===== src/design/dtpc_pkg.sv =====
`default_nettype none

package dtpc_pkg;

  localparam int unsigned ACC_W   = 14;
  localparam int unsigned ACC_N_W = 18;
  localparam int unsigned NUM_ACC = 8;
  localparam int unsigned ACC_MAX = 9999;

  localparam int unsigned YEAR_MIN   = 1000;
  localparam int unsigned MONTH_MAX  = 12;
  localparam int unsigned HOUR_MAX   = 23;
  localparam int unsigned MINUTE_MAX = 59;

  localparam int unsigned MOD25_SAT   = 9999 % 25;
  localparam int unsigned MOD25_RECIP = 41;
  localparam int unsigned MOD25_SHIFT = 10;

  localparam int unsigned QUEUE_DEPTH  = 2;
  localparam int unsigned RESULT_DEPTH = 2;

  localparam logic [7:0] CH_DAY    = 8'h44;
  localparam logic [7:0] CH_MONTH  = 8'h4D;
  localparam logic [7:0] CH_YEAR   = 8'h59;
  localparam logic [7:0] CH_HOUR   = 8'h68;
  localparam logic [7:0] CH_MINUTE = 8'h6D;
  localparam logic [7:0] CH_SECOND = 8'h73;
  localparam logic [7:0] CH_MSEC   = 8'h63;
  localparam logic [7:0] CH_OHOUR  = 8'h4F;
  localparam logic [7:0] CH_OMIN   = 8'h6F;
  localparam logic [7:0] CH_PLUS   = 8'h2B;
  localparam logic [7:0] CH_MINUS  = 8'h2D;
  localparam logic [7:0] CH_ZERO   = 8'h30;
  localparam logic [7:0] CH_NINE   = 8'h39;

  typedef enum logic [3:0] {
    FLD_DAY    = 4'd0,
    FLD_MONTH  = 4'd1,
    FLD_YEAR   = 4'd2,
    FLD_HOUR   = 4'd3,
    FLD_MINUTE = 4'd4,
    FLD_SECOND = 4'd5,
    FLD_OHOUR  = 4'd6,
    FLD_OMIN   = 4'd7,
    FLD_NONE   = 4'd8
  } field_e;

  typedef struct packed {
    field_e     field;
    logic       acc_en;
    logic [3:0] digit;
    logic       mismatch;
    logic       last;
    logic       ldiff;
  } item_t;

  function automatic logic [4:0] month_days(input logic [3:0] month, input logic leap);
    logic [4:0] days;
    unique case (month)
      4'd2:                    days = leap ? 5'd29 : 5'd28;
      4'd4, 4'd6, 4'd9, 4'd11: days = 5'd30;
      default:                 days = 5'd31;
    endcase
    return days;
  endfunction

  // remainder by 25 of a value below 250
  function automatic logic [4:0] mod25(input logic [7:0] v);
    logic [13:0] prod;
    logic [3:0]  quo;
    logic [7:0]  rem;
    prod = 14'(v) * 14'(MOD25_RECIP);
    quo  = prod[13:MOD25_SHIFT];
    rem  = v - 8'(quo * 8'd25);
    return rem[4:0];
  endfunction

endpackage

`default_nettype wire


===== src/design/dtpc_fifo.sv =====
`default_nettype none

module dtpc_fifo #(
  parameter int unsigned WIDTH = 1,
  parameter int unsigned DEPTH = 2
) (
  input  wire logic             clk_i,
  input  wire logic             rst_ni,
  input  wire logic             push_i,
  input  wire logic [WIDTH-1:0] data_i,
  output logic                  full_o,
  input  wire logic             pop_i,
  output logic [WIDTH-1:0]      data_o,
  output logic                  empty_o
);

  localparam int unsigned PTR_W = (DEPTH > 1) ? $clog2(DEPTH) : 1;
  localparam int unsigned CNT_W = $clog2(DEPTH + 1);

  logic [WIDTH-1:0] mem_q [DEPTH];
  logic [PTR_W-1:0] wr_ptr_q, wr_ptr_d, rd_ptr_q, rd_ptr_d;
  logic [CNT_W-1:0] count_q, count_d;
  logic             do_push, do_pop;

  assign full_o  = (count_q == CNT_W'(DEPTH));
  assign empty_o = (count_q == '0);
  assign do_push = push_i && !full_o;
  assign do_pop  = pop_i && !empty_o;
  assign data_o  = mem_q[rd_ptr_q];

  always_comb begin
    wr_ptr_d = wr_ptr_q;
    rd_ptr_d = rd_ptr_q;
    count_d  = count_q;
    if (do_push) begin
      wr_ptr_d = (wr_ptr_q == PTR_W'(DEPTH - 1)) ? '0 : wr_ptr_q + PTR_W'(1);
    end
    if (do_pop) begin
      rd_ptr_d = (rd_ptr_q == PTR_W'(DEPTH - 1)) ? '0 : rd_ptr_q + PTR_W'(1);
    end
    if (do_push && !do_pop) begin
      count_d = count_q + CNT_W'(1);
    end else if (do_pop && !do_push) begin
      count_d = count_q - CNT_W'(1);
    end
  end

  always_ff @(posedge clk_i or negedge rst_ni) begin
    if (!rst_ni) begin
      wr_ptr_q <= '0;
      rd_ptr_q <= '0;
      count_q  <= '0;
    end else begin
      wr_ptr_q <= wr_ptr_d;
      rd_ptr_q <= rd_ptr_d;
      count_q  <= count_d;
    end
  end

  always_ff @(posedge clk_i) begin
    if (do_push) begin
      mem_q[wr_ptr_q] <= data_i;
    end
  end

endmodule

`default_nettype wire


===== src/design/dtpc_front.sv =====
`default_nettype none

module dtpc_front
  import dtpc_pkg::*;
(
  input  wire logic [7:0] pattern_char_i,
  input  wire logic [7:0] text_char_i,
  input  wire logic       last_pair_i,
  input  wire logic       lengths_differ_i,
  output item_t           item_o
);

  logic   is_digit, digit_pos, literal_bad;
  field_e field;

  assign is_digit = (text_char_i >= CH_ZERO) && (text_char_i <= CH_NINE);

  always_comb begin
    field       = FLD_NONE;
    digit_pos   = 1'b1;
    literal_bad = 1'b0;
    unique case (pattern_char_i)
      CH_DAY:    field = FLD_DAY;
      CH_MONTH:  field = FLD_MONTH;
      CH_YEAR:   field = FLD_YEAR;
      CH_HOUR:   field = FLD_HOUR;
      CH_MINUTE: field = FLD_MINUTE;
      CH_SECOND: field = FLD_SECOND;
      CH_MSEC:   field = FLD_NONE;
      CH_OHOUR:  field = FLD_OHOUR;
      CH_OMIN:   field = FLD_OMIN;
      CH_PLUS: begin
        digit_pos   = 1'b0;
        literal_bad = (text_char_i != CH_MINUS) && (text_char_i != CH_PLUS);
      end
      default: begin
        digit_pos   = 1'b0;
        literal_bad = (text_char_i != pattern_char_i);
      end
    endcase
  end

  always_comb begin
    item_o.field    = field;
    item_o.acc_en   = digit_pos && is_digit && (field != FLD_NONE);
    item_o.digit    = is_digit ? text_char_i[3:0] : 4'd0;
    item_o.mismatch = digit_pos ? !is_digit : literal_bad;
    item_o.last     = last_pair_i;
    item_o.ldiff    = lengths_differ_i;
  end

endmodule

`default_nettype wire


===== src/design/dtpc_back.sv =====
`default_nettype none

module dtpc_back
  import dtpc_pkg::*;
(
  input  wire logic  clk_i,
  input  wire logic  rst_ni,
  input  item_t      item_i,
  input  wire logic  item_avail_i,
  output logic       item_pop_o,
  input  wire logic  res_full_i,
  output logic       res_push_o,
  output logic       res_o
);

  logic [ACC_W-1:0] acc_q [NUM_ACC];
  logic [ACC_W-1:0] acc_upd [NUM_ACC];
  logic [ACC_W-1:0] acc_d [NUM_ACC];
  logic [4:0]       ymod_q, ymod_d, ymod_upd;
  logic             saw_day_q, saw_day_d, saw_day_upd;
  logic             saw_month_q, saw_month_d, saw_month_upd;
  logic             saw_year_q, saw_year_d, saw_year_upd;
  logic             mis_q, mis_d, mis_upd;

  logic [ACC_W-1:0] chk_acc_q [NUM_ACC];
  logic [4:0]       chk_ymod_q;
  logic             chk_saw_day_q, chk_saw_month_q, chk_saw_year_q, chk_bad_q;
  logic             chk_valid_q, chk_valid_d;

  logic [2:0]         idx;
  logic [ACC_W-1:0]   sel;
  logic [ACC_N_W-1:0] prod;
  logic               sat, stall, take_last;
  logic [ACC_W-1:0]   acc_new;
  logic [4:0]         ymod_new;

  assign stall      = chk_valid_q && res_full_i;
  assign item_pop_o = item_avail_i && !stall;
  assign take_last  = item_pop_o && item_i.last;
  assign res_push_o = chk_valid_q;

  assign idx  = item_i.field[2:0];
  assign sel  = acc_q[idx];
  assign prod = ACC_N_W'({sel, 3'b000}) + ACC_N_W'({sel, 1'b0}) + ACC_N_W'(item_i.digit);
  assign sat  = (prod > ACC_N_W'(ACC_MAX));
  assign acc_new  = sat ? ACC_W'(ACC_MAX) : prod[ACC_W-1:0];
  assign ymod_new = sat ? 5'(MOD25_SAT)
                        : mod25(8'({ymod_q, 3'b000}) + 8'({ymod_q, 1'b0}) + 8'(item_i.digit));

  always_comb begin
    acc_upd       = acc_q;
    ymod_upd      = ymod_q;
    saw_day_upd   = saw_day_q;
    saw_month_upd = saw_month_q;
    saw_year_upd  = saw_year_q;
    mis_upd       = mis_q;
    if (item_pop_o) begin
      if (item_i.acc_en) begin
        acc_upd[idx] = acc_new;
        if (item_i.field == FLD_YEAR) begin
          ymod_upd = ymod_new;
        end
      end
      saw_day_upd   = saw_day_q || (item_i.field == FLD_DAY);
      saw_month_upd = saw_month_q || (item_i.field == FLD_MONTH);
      saw_year_upd  = saw_year_q || (item_i.field == FLD_YEAR);
      mis_upd       = mis_q || item_i.mismatch;
    end
  end

  always_comb begin
    acc_d       = acc_upd;
    ymod_d      = ymod_upd;
    saw_day_d   = saw_day_upd;
    saw_month_d = saw_month_upd;
    saw_year_d  = saw_year_upd;
    mis_d       = mis_upd;
    if (take_last) begin
      for (int i = 0; i < NUM_ACC; i++) begin
        acc_d[i] = '0;
      end
      ymod_d      = '0;
      saw_day_d   = 1'b0;
      saw_month_d = 1'b0;
      saw_year_d  = 1'b0;
      mis_d       = 1'b0;
    end
  end

  always_comb begin
    chk_valid_d = chk_valid_q;
    if (take_last) begin
      chk_valid_d = 1'b1;
    end else if (chk_valid_q && !res_full_i) begin
      chk_valid_d = 1'b0;
    end
  end

  always_ff @(posedge clk_i or negedge rst_ni) begin
    if (!rst_ni) begin
      for (int i = 0; i < NUM_ACC; i++) begin
        acc_q[i] <= '0;
      end
      ymod_q      <= '0;
      saw_day_q   <= 1'b0;
      saw_month_q <= 1'b0;
      saw_year_q  <= 1'b0;
      mis_q       <= 1'b0;
      chk_valid_q <= 1'b0;
    end else begin
      acc_q       <= acc_d;
      ymod_q      <= ymod_d;
      saw_day_q   <= saw_day_d;
      saw_month_q <= saw_month_d;
      saw_year_q  <= saw_year_d;
      mis_q       <= mis_d;
      chk_valid_q <= chk_valid_d;
    end
  end

  always_ff @(posedge clk_i) begin
    if (take_last) begin
      chk_acc_q       <= acc_upd;
      chk_ymod_q      <= ymod_upd;
      chk_saw_day_q   <= saw_day_upd;
      chk_saw_month_q <= saw_month_upd;
      chk_saw_year_q  <= saw_year_upd;
      chk_bad_q       <= mis_upd || item_i.ldiff;
    end
  end

  logic [ACC_W-1:0] year, month, day;
  logic             month_ok, div4, div16, div25, leap;
  logic [4:0]       lim;

  assign year     = chk_acc_q[FLD_YEAR[2:0]];
  assign month    = chk_acc_q[FLD_MONTH[2:0]];
  assign day      = chk_acc_q[FLD_DAY[2:0]];
  assign month_ok = (month != '0) && (month <= ACC_W'(MONTH_MAX));
  assign div4     = (year[1:0] == 2'b00);
  assign div16    = (year[3:0] == 4'b0000);
  assign div25    = (chk_ymod_q == '0);
  assign leap     = (div4 && !div25) || (div16 && div25);
  assign lim      = month_days(month[3:0], leap);

  always_comb begin
    res_o = !chk_bad_q;
    if (chk_saw_year_q && (year < ACC_W'(YEAR_MIN))) begin
      res_o = 1'b0;
    end
    if (chk_saw_month_q && !month_ok) begin
      res_o = 1'b0;
    end
    if (chk_saw_day_q && chk_saw_month_q && ((day == '0) || (day > ACC_W'(lim)))) begin
      res_o = 1'b0;
    end
    if ((chk_acc_q[FLD_HOUR[2:0]] > ACC_W'(HOUR_MAX)) ||
        (chk_acc_q[FLD_MINUTE[2:0]] > ACC_W'(MINUTE_MAX)) ||
        (chk_acc_q[FLD_SECOND[2:0]] > ACC_W'(MINUTE_MAX)) ||
        (chk_acc_q[FLD_OHOUR[2:0]] > ACC_W'(HOUR_MAX)) ||
        (chk_acc_q[FLD_OMIN[2:0]] > ACC_W'(MINUTE_MAX))) begin
      res_o = 1'b0;
    end
  end

endmodule

`default_nettype wire


===== src/design/date_time_pattern_checker_top.sv =====
`default_nettype none

// Date/time pattern checker: push one pattern/text character pair per cycle
// while full is low; each string ends with a pair marked last_pair_i, and only
// that pair yields a result (valid_res_o), registered in a check stage and then
// written into a RESULT_DEPTH-entry result queue. The block sustains one
// transaction per clock while the result queue has room: the front classifies a
// pair in the cycle it arrives, a QUEUE_DEPTH-entry queue holds it, and the back
// updates one decimal accumulator per cycle unless stalled and checks the
// finished fields in that check stage. Strings may follow each other with no gap.
module date_time_pattern_checker_top
  import dtpc_pkg::*;
#(
  parameter int unsigned QUEUE_DEPTH_P  = QUEUE_DEPTH,
  parameter int unsigned RESULT_DEPTH_P = RESULT_DEPTH
) (
  input  wire logic       clk_i,
  input  wire logic       rst_ni,
  input  wire logic       push,
  output logic            full,
  input  wire logic [7:0] pattern_char_i,
  input  wire logic [7:0] text_char_i,
  input  wire logic       last_pair_i,
  input  wire logic       lengths_differ_i,
  output logic            empty,
  input  wire logic       pop,
  output logic            valid_res_o
);

  item_t front_item, back_item;
  logic  mid_empty, back_pop, res_full, res_push, res_bit;

  dtpc_front u_front (
    .pattern_char_i   (pattern_char_i),
    .text_char_i      (text_char_i),
    .last_pair_i      (last_pair_i),
    .lengths_differ_i (lengths_differ_i),
    .item_o           (front_item)
  );

  dtpc_fifo #(
    .WIDTH ($bits(item_t)),
    .DEPTH (QUEUE_DEPTH_P)
  ) u_mid_queue (
    .clk_i   (clk_i),
    .rst_ni  (rst_ni),
    .push_i  (push),
    .data_i  (front_item),
    .full_o  (full),
    .pop_i   (back_pop),
    .data_o  (back_item),
    .empty_o (mid_empty)
  );

  dtpc_back u_back (
    .clk_i        (clk_i),
    .rst_ni       (rst_ni),
    .item_i       (back_item),
    .item_avail_i (!mid_empty),
    .item_pop_o   (back_pop),
    .res_full_i   (res_full),
    .res_push_o   (res_push),
    .res_o        (res_bit)
  );

  dtpc_fifo #(
    .WIDTH (1),
    .DEPTH (RESULT_DEPTH_P)
  ) u_res_queue (
    .clk_i   (clk_i),
    .rst_ni  (rst_ni),
    .push_i  (res_push),
    .data_i  (res_bit),
    .full_o  (res_full),
    .pop_i   (pop),
    .data_o  (valid_res_o),
    .empty_o (empty)
  );

endmodule

`default_nettype wire


===== config.mk =====
export PLATFORM = sky130hd
export DESIGN_NAME = date_time_pattern_checker_top
export DESIGN_NICKNAME = d
export VERILOG_FILES = /design/src/design/dtpc_pkg.sv /design/src/design/dtpc_fifo.sv /design/src/design/dtpc_front.sv /design/src/design/dtpc_back.sv /design/src/design/date_time_pattern_checker_top.sv
export SDC_FILE = /design/constraint.sdc
export NUM_CORES = 1
export LEC_CHECK = 0
export ABC_AREA = 1
export BUFFER_PORTS_ARGS = -buffer_cell sky130_fd_sc_hd__buf_2
export CAP_MARGIN = 10
export CORE_AREA = 4 4 178 146
export DETAILED_ROUTE_END_ITERATION = 10
export DIE_AREA = 0 0 182 150
export PLACE_DENSITY = 0.76
export SLEW_MARGIN = 10
export SYNTH_ARGS = -nofsm -noshare
export SYNTH_HDL_FRONTEND = slang
export SYNTH_SLANG_ARGS = --single-unit

===== constraint.sdc =====
create_clock -name clk_i -period 7.77 [get_ports clk_i]
set_input_delay 0.3885 -clock clk_i [delete_from_list [all_inputs] [get_ports clk_i]]
set_output_delay 0.3885 -clock clk_i [all_outputs]
set_load 0.02 [all_outputs]

==> results of run 1 <==
## registers in the layout, indices dropped and copies added (netlist names), 5 cells and up
register           flops
u_mid_queue.mem_q     24
u_back.acc_q         112
u_back.year           14
u_back.ymod_q          5
u_back.chk_ymod_q      5
u_back.month          14
u_back.day            14
u_back.chk_acc_q      58
## area by class of cell
class	instances	area [sq um]
Clock buffer	38	758
Clock inverter	12	179
Fill cell	1991	8290
Inverter	271	1020
Multi-Input combinational cell	1110	5810
Sequential cell	265	7310
Tap cell	318	398
Timing Repair Buffer	43	297
## cells by family (layout without fill, tap and decap cells)
logic type               Yosys count  count (layout)
AO/OA/AOI/OAI                    165             165
XOR/XNOR                          27              27
multiplexers                       3               3
adder cells (fa/ha/maj)           78              78
AND/OR/NAND/NOR                  837             837
flip-flops                       265             265
buffers and inverters            319             364
## worst max path at each step
stage | from | to | slack [ns] | cells after the start
CTS | u_mid_queue.rd_ptr_q$_DFFE_PN0P_ | u_back.chk_ymod_q[4]$_DFFE_PP_ | 0.74 | 33
finish | u_mid_queue.rd_ptr_q$_DFFE_PN0P_ | u_back.chk_ymod_q[4]$_DFFE_PP_ | 0.71 | 33
global route | u_mid_queue.rd_ptr_q$_DFFE_PN0P_ | u_back.chk_ymod_q[4]$_DFFE_PP_ | 0.19 | 33
floorplan | u_mid_queue.rd_ptr_q$_DFFE_PN0P_ | u_back.chk_ymod_q[4]$_DFFE_PP_ | 1.56 | 34
detailed placement | u_mid_queue.rd_ptr_q$_DFFE_PN0P_ | u_back.chk_ymod_q[4]$_DFFE_PP_ | 0.76 | 33
global placement | u_mid_queue.rd_ptr_q$_DFFE_PN0P_ | u_back.chk_ymod_q[4]$_DFFE_PP_ | 0.99 | 33
## worst register-to-register path: cells and delay by family (launching register included)
family	cells	cell delay, ns
adder cells (fa/ha/maj)	9	3.35
AND/OR/NAND/NOR	11	1.18
AO/OA/AOI/OAI	4	0.67
buffers and inverters	8	0.64
flip-flops	1	0.61
XOR/XNOR	1	0.37
## layer usage
layer  share of wire (%)  vias up  track usage, %
met5                   0        -               0
met4                 2.3        0            6.56
met3                  11       81            6.73
met2                  42      571            40.1
met1                  45     5448            41.5
li1                    -     5540               -
## metrics by stage
step	utilization, %	hold WS [ns]	setup slack, ns	instances
2_1_floorplan	-	0.0929	1.56	1694
3_3_place_gp	61.6	0.421	0.993	2006
3_5_place_dp	61.6	0.410	0.764	2006
4_1_cts	65.5	0.0140	0.736	2057
5_1_grt	65.5	0.0138	0.192	2057
6_report	65.5	0.0343	0.711	2057
## cells in the final DEF (no fill, tap or decap), types with 6 or more instances in the layout
master / Yosys / routed
ha_1: 71 / 71
clkbuf_1: 32 / 8
inv_2: 7 / 7
a21oi_1: 75 / 75
buf_4: 7 / 16
clkbuf_16: 0 / 28
o221ai_1: 24 / 24
nand4_1: 30 / 30
inv_1: 261 / 261
or2_2: 26 / 26
buf_2: 6 / 23
dfrtp_1: 130 / 130
nand2_1: 439 / 439
nand3_1: 102 / 102
xnor2_1: 6 / 6
clkinv_2: 0 / 6
nor4_1: 15 / 15
o21ai_0: 37 / 37
xor2_1: 21 / 21
o22ai_1: 12 / 12
fa_1: 7 / 7
edfxtp_1: 135 / 135
nor3_1: 19 / 19
nor2_1: 191 / 190
==> run_results.csv, run 1 <==
group,metric,value,unit
floorplan,dieArea,27300,sq um
clocking,cts_tree,"yes",
sta,setup_violations,0,
synthesis,ys_seq_area_share,50.9,%
sta,slew_viol_final,0,
setup_path,crit_slowest_cell,"dfrtp_1",
sta,hold_viol_final,0,
synthesis,synth_top_family_by_area,"simple AND/OR/NAND/NOR gates",
setup_path,reg2regPathDepth,33,
setup_path,rr_startpoint,"u_mid_queue.rd_ptr_q$_DFFE_PN0P_",
finish,final_cell_area,15800,sq um
global_route,grt_pass1_vias,11100,
synthesis,synthCells,1694,
synthesis,synth_area,14300,sq um
synthesis,synth-edff-count,135,
finish,area_growth_syn_to_layout,9.94,%
sta,timing.fmax,142,MHz
drt,finalWirelength,37200,microns
setup_path,cp-end-kind,"flip-flop",
floorplan,ioPinCount,25,
floorplan,rows,51,
outcome,status,"finished clean",
synthesis,yosys_warnings,0,
clocking,cts.sinks,265,
min_path,worstHoldStart,"last_pair_i",
min_path,hold_end,"u_mid_queue.mem_q[1][1]$_DFFE_PP_",
synthesis,netlist_top_cells_area,"edfxtp_1, dfrtp_1, nand2_1",
sta,min_period_over_period,90.8,%
setup_path,path_buf_inv,8,
global_route,grt-ovfl-total,0,
drt,drt_first_iter_violations,1544,
floorplan,dieWidth,182,microns
placed_design,portBuffers,24,
clocking,cts_buffer_depth,3,
global_route,grt_pass1_wl,59300,microns
setup_path,arrival,7.37,ns
clocking,h-tree-depth,1,
sta,skew,0.0108,ns
setup_path,r2r_setup_slack,0.71,ns
clocking,root_buffer,"clkbuf_16",
global_route,grt_max_degree,231,
sta,fin_crit,7.06,ns
finish,drive_gt1_share,7.30,%
clocking,postCtsSetupRepairBufs,0,
setup_path,cp_max_fo,13,
setup_path,crit_path_frequent_cell,"nand2_1",
clocking,cts_hold_buffers,1,
finish,n_antenna_cell,0,
global_route,grt_use_total,27.4,%
synthesis,synth.top_cell.area_share,28.3,%
floorplan,core_area,24100,sq um
synthesis,synth_most_common_cell,"nand2_1",
sta,tns,0,ns
clocking,cts_resized,0,
synthesis,async_reset_ff_share,49.1,%
synthesis,synth_common_cells,"nand2_1, inv_1, nor2_1, edfxtp_1, dfrtp_1",
synthesis,synth.distinct_cells,48,
setup_path,cp_top_family,"adder cells",
drt,dr_total_vias,11600,
setup_path,r2r-end,"u_back.chk_ymod_q[4]$_DFFE_PP_",
clocking,clock_latency,0.55,ns
synthesis,synthMuxAreaShare,0.218,%
synthesis,synth_fa_ha_area_share,7.17,%
synthesis,yosys.area_share.simple,24.6,%
synthesis,synth_xor_area_share,1.65,%
placed_design,placedInstanceArea,14800,sq um
min_path,holdPathStages,1,
clocking,numCtsBuffers,27,
min_path,worstHoldPathType,"in -> reg",
run,max_cap_violations,0,
placed_design,routabilityCongestion,0.895,
drt,wl_per_cell,18.1,microns
drt,ant_nets,0,
sta,slew_headroom,14.6,%
drt,route.detailed.drc,0,
synthesis,avgSynthCellArea,8.47,sq um
synthesis,synth_compound_area_share,6.80,%
clocking,path_clk_slew,0.06,ns
floorplan,start_util,59.6,%
global_route,antenna_found_initial,0,
setup_path,cp.required,8.08,ns
floorplan,die_height,150,microns
sta,grt_setup_unrepaired,"no",
setup_path,crit_type,"reg -> reg",
synthesis,yosysTopAreaCell,"edfxtp_1",
setup_path,crit_path_start_kind,"flip-flop",
synthesis,synth_seq_cells,265,
synthesis,ys.flop_type,"edfxtp_1",
sta,tightestPinTransition,1.28,ns
synthesis,synthesis.nets,1794,
finish,final_nets,1818,
drt,vias_per_cell,5.66,
setup_path,cp_slowest_stage_delay,0.61,ns
placed_design,dp_hpwl,25700,microns
drt,firstDrtPassIters,7,
Power of run 1 is not shown: default switching activity piles up to over one toggle a cycle in this logic, so the estimate is an artifact.
==> inputs of run 2 (changes only) <==
Settings changed: RECOVER_POWER set to 25.
==> run 2 against run 1 <==
The run now ends with max-capacitance violations, max-slew violations left; worst hold slack improved by 0.0025 ns; global-route usage did not move; core utilization fell by 0.088 points; critical path type unchanged; highest routed layer unchanged.
==> run_results.csv, run 2 (synthesis gave the netlist of run 1 again) <==
group,metric,value,unit
sta,min_period_over_period,91.0,%
setup_path,path_buf_inv,8,
clocking,root_buffer,"clkbuf_16",
drt,route.detailed.drc,0,
finish,drive_gt1_share,6.79,%
clocking,path_clk_slew,0.06,ns
global_route,antenna_found_initial,0,
floorplan,rows,51,
sta,setup_violations,0,
clocking,h-tree-depth,1,
finish,final_nets,1818,
sta,tightestPinTransition,3.44,ns
finish,area_growth_syn_to_layout,9.79,%
global_route,grt_pass1_wl,59300,microns
floorplan,ioPinCount,25,
drt,ant_nets,0,
setup_path,cp-end-kind,"flip-flop",
min_path,worstHoldPathType,"in -> reg",
finish,reg_top3,"u_back.acc_q (112), u_back.chk_acc_q (58), u_mid_queue.mem_q (24)",
setup_path,cp_max_fo,13,
sta,fin_crit,7.07,ns
setup_path,crit_slowest_cell,"dfrtp_1",
outcome,violations,"max-capacitance violations, max-slew violations",
setup_path,arrival,7.38,ns
finish,top_register,"u_back.acc_q",
outcome,status,"complete, but fails checks",
drt,finalWirelength,37100,microns
global_route,grt_use_total,27.4,%
sta,slew_headroom,-129,%
clocking,postCtsSetupRepairBufs,0,
floorplan,core_area,24100,sq um
finish,mostFrequentLayoutCells,"nand2_1, inv_1, nor2_1",
sta,tns,0,ns
floorplan,dieArea,27300,sq um
clocking,cts_buffer_depth,3,
placed_design,portBuffers,24,
clocking,cts_hold_buffers,1,
run,max_cap_violations,2,
drt,drt_first_iter_violations,1473,
finish,final_common_cell,"nand2_1",
floorplan,dieWidth,182,microns
drt,firstDrtPassIters,6,
finish,largest_reg_flops,112,
sta,fin_ws,0.702,ns
drt,dr_total_vias,11600,
setup_path,crit_path_frequent_cell,"nand2_1",
setup_path,cp_slowest_stage_delay,0.61,ns
drt,vias_per_cell,5.66,
clocking,cts.sinks,265,
placed_design,pre_cts_slack,0.764,ns
clocking,clock_latency,0.55,ns
sta,slew_viol_final,133,
clocking,numCtsBuffers,27,
sta,timing.fmax,141,MHz
placed_design,dp_hpwl,25700,microns
setup_path,crit_type,"reg -> reg",
clocking,cts_resized,0,
setup_path,crit_path_start_kind,"flip-flop",
placed_design,routabilityCongestion,0.895,
sta,skew,0.00949,ns
floorplan,die_height,150,microns
clocking,cts_tree,"yes",
finish,n_antenna_cell,0,
sta,hold_slack,0.0368,ns
setup_path,cp_top_family,"adder cells",
drt,wl_per_cell,18.0,microns
global_route,grt_pass1_vias,11100,
global_route,grt-ovfl-total,0,
sta,hold_viol_final,0,
floorplan,start_util,59.6,%
setup_path,cp.required,8.08,ns
sta,grt_setup_unrepaired,"no",
global_route,grt_max_degree,231,
run 2: cell types whose count changed in the layout (fill, tap and decap cells not counted), sizes merged:
cell	change
clkbuf	+8
buf	-8
run 2: area by class of cell:
class / count / area [sq um]
clock buffer: 38 / 758
clock inverter: 12 / 179
fill: 1999 / 8310
inverter: 271 / 1020
multi-input combinational: 1110 / 5810
sequential: 265 / 7310
tap: 318 / 398
timing repair buffer: 43 / 279
run 2: worst paths after layout:
kind | slack (ns) | to | from | cells after the start
max | 0.70 | u_back.chk_ymod_q[4]$_DFFE_PP_ | u_mid_queue.rd_ptr_q$_DFFE_PN0P_ | 33
min | 0.04 | u_mid_queue.mem_q[1][1]$_DFFE_PP_ | last_pair_i | 1
max reg2reg | 0.70 | u_back.chk_ymod_q[4]$_DFFE_PP_ | u_mid_queue.rd_ptr_q$_DFFE_PN0P_ | 33
min reg2reg | 0.53 | u_mid_queue.wr_ptr_q$_DFFE_PN0P_ | u_mid_queue.wr_ptr_q$_DFFE_PN0P_ | 2
max in group asynchronous | 2.94 | u_back.acc_q[44]$_DFF_PN0_ | rst_ni | 3
min in group asynchronous | 1.57 | u_mid_queue.count_q[0]$_DFFE_PN0P_ | rst_ni | 2
run 2: through the flow:
stage | utilization, % | std cells | instance area [sq um]
finish | 65.5 | 2057 | 15700
global route | 65.5 | 2057 | 15700
CTS | 65.5 | 2057 | 15800
detailed placement | 61.6 | 2006 | 14800
global placement | 61.6 | 2006 | 14800
floorplan | - | 1694 | 14300
run 2: metal layers:
metal / GRT usage, % / share of wire [%]
met5: 0 / 0
met1: 41.5 / 45
met2: 40.1 / 43
met3: 6.73 / 10
met4: 6.56 / 2.2
Power of run 2 is left out for the same reason.
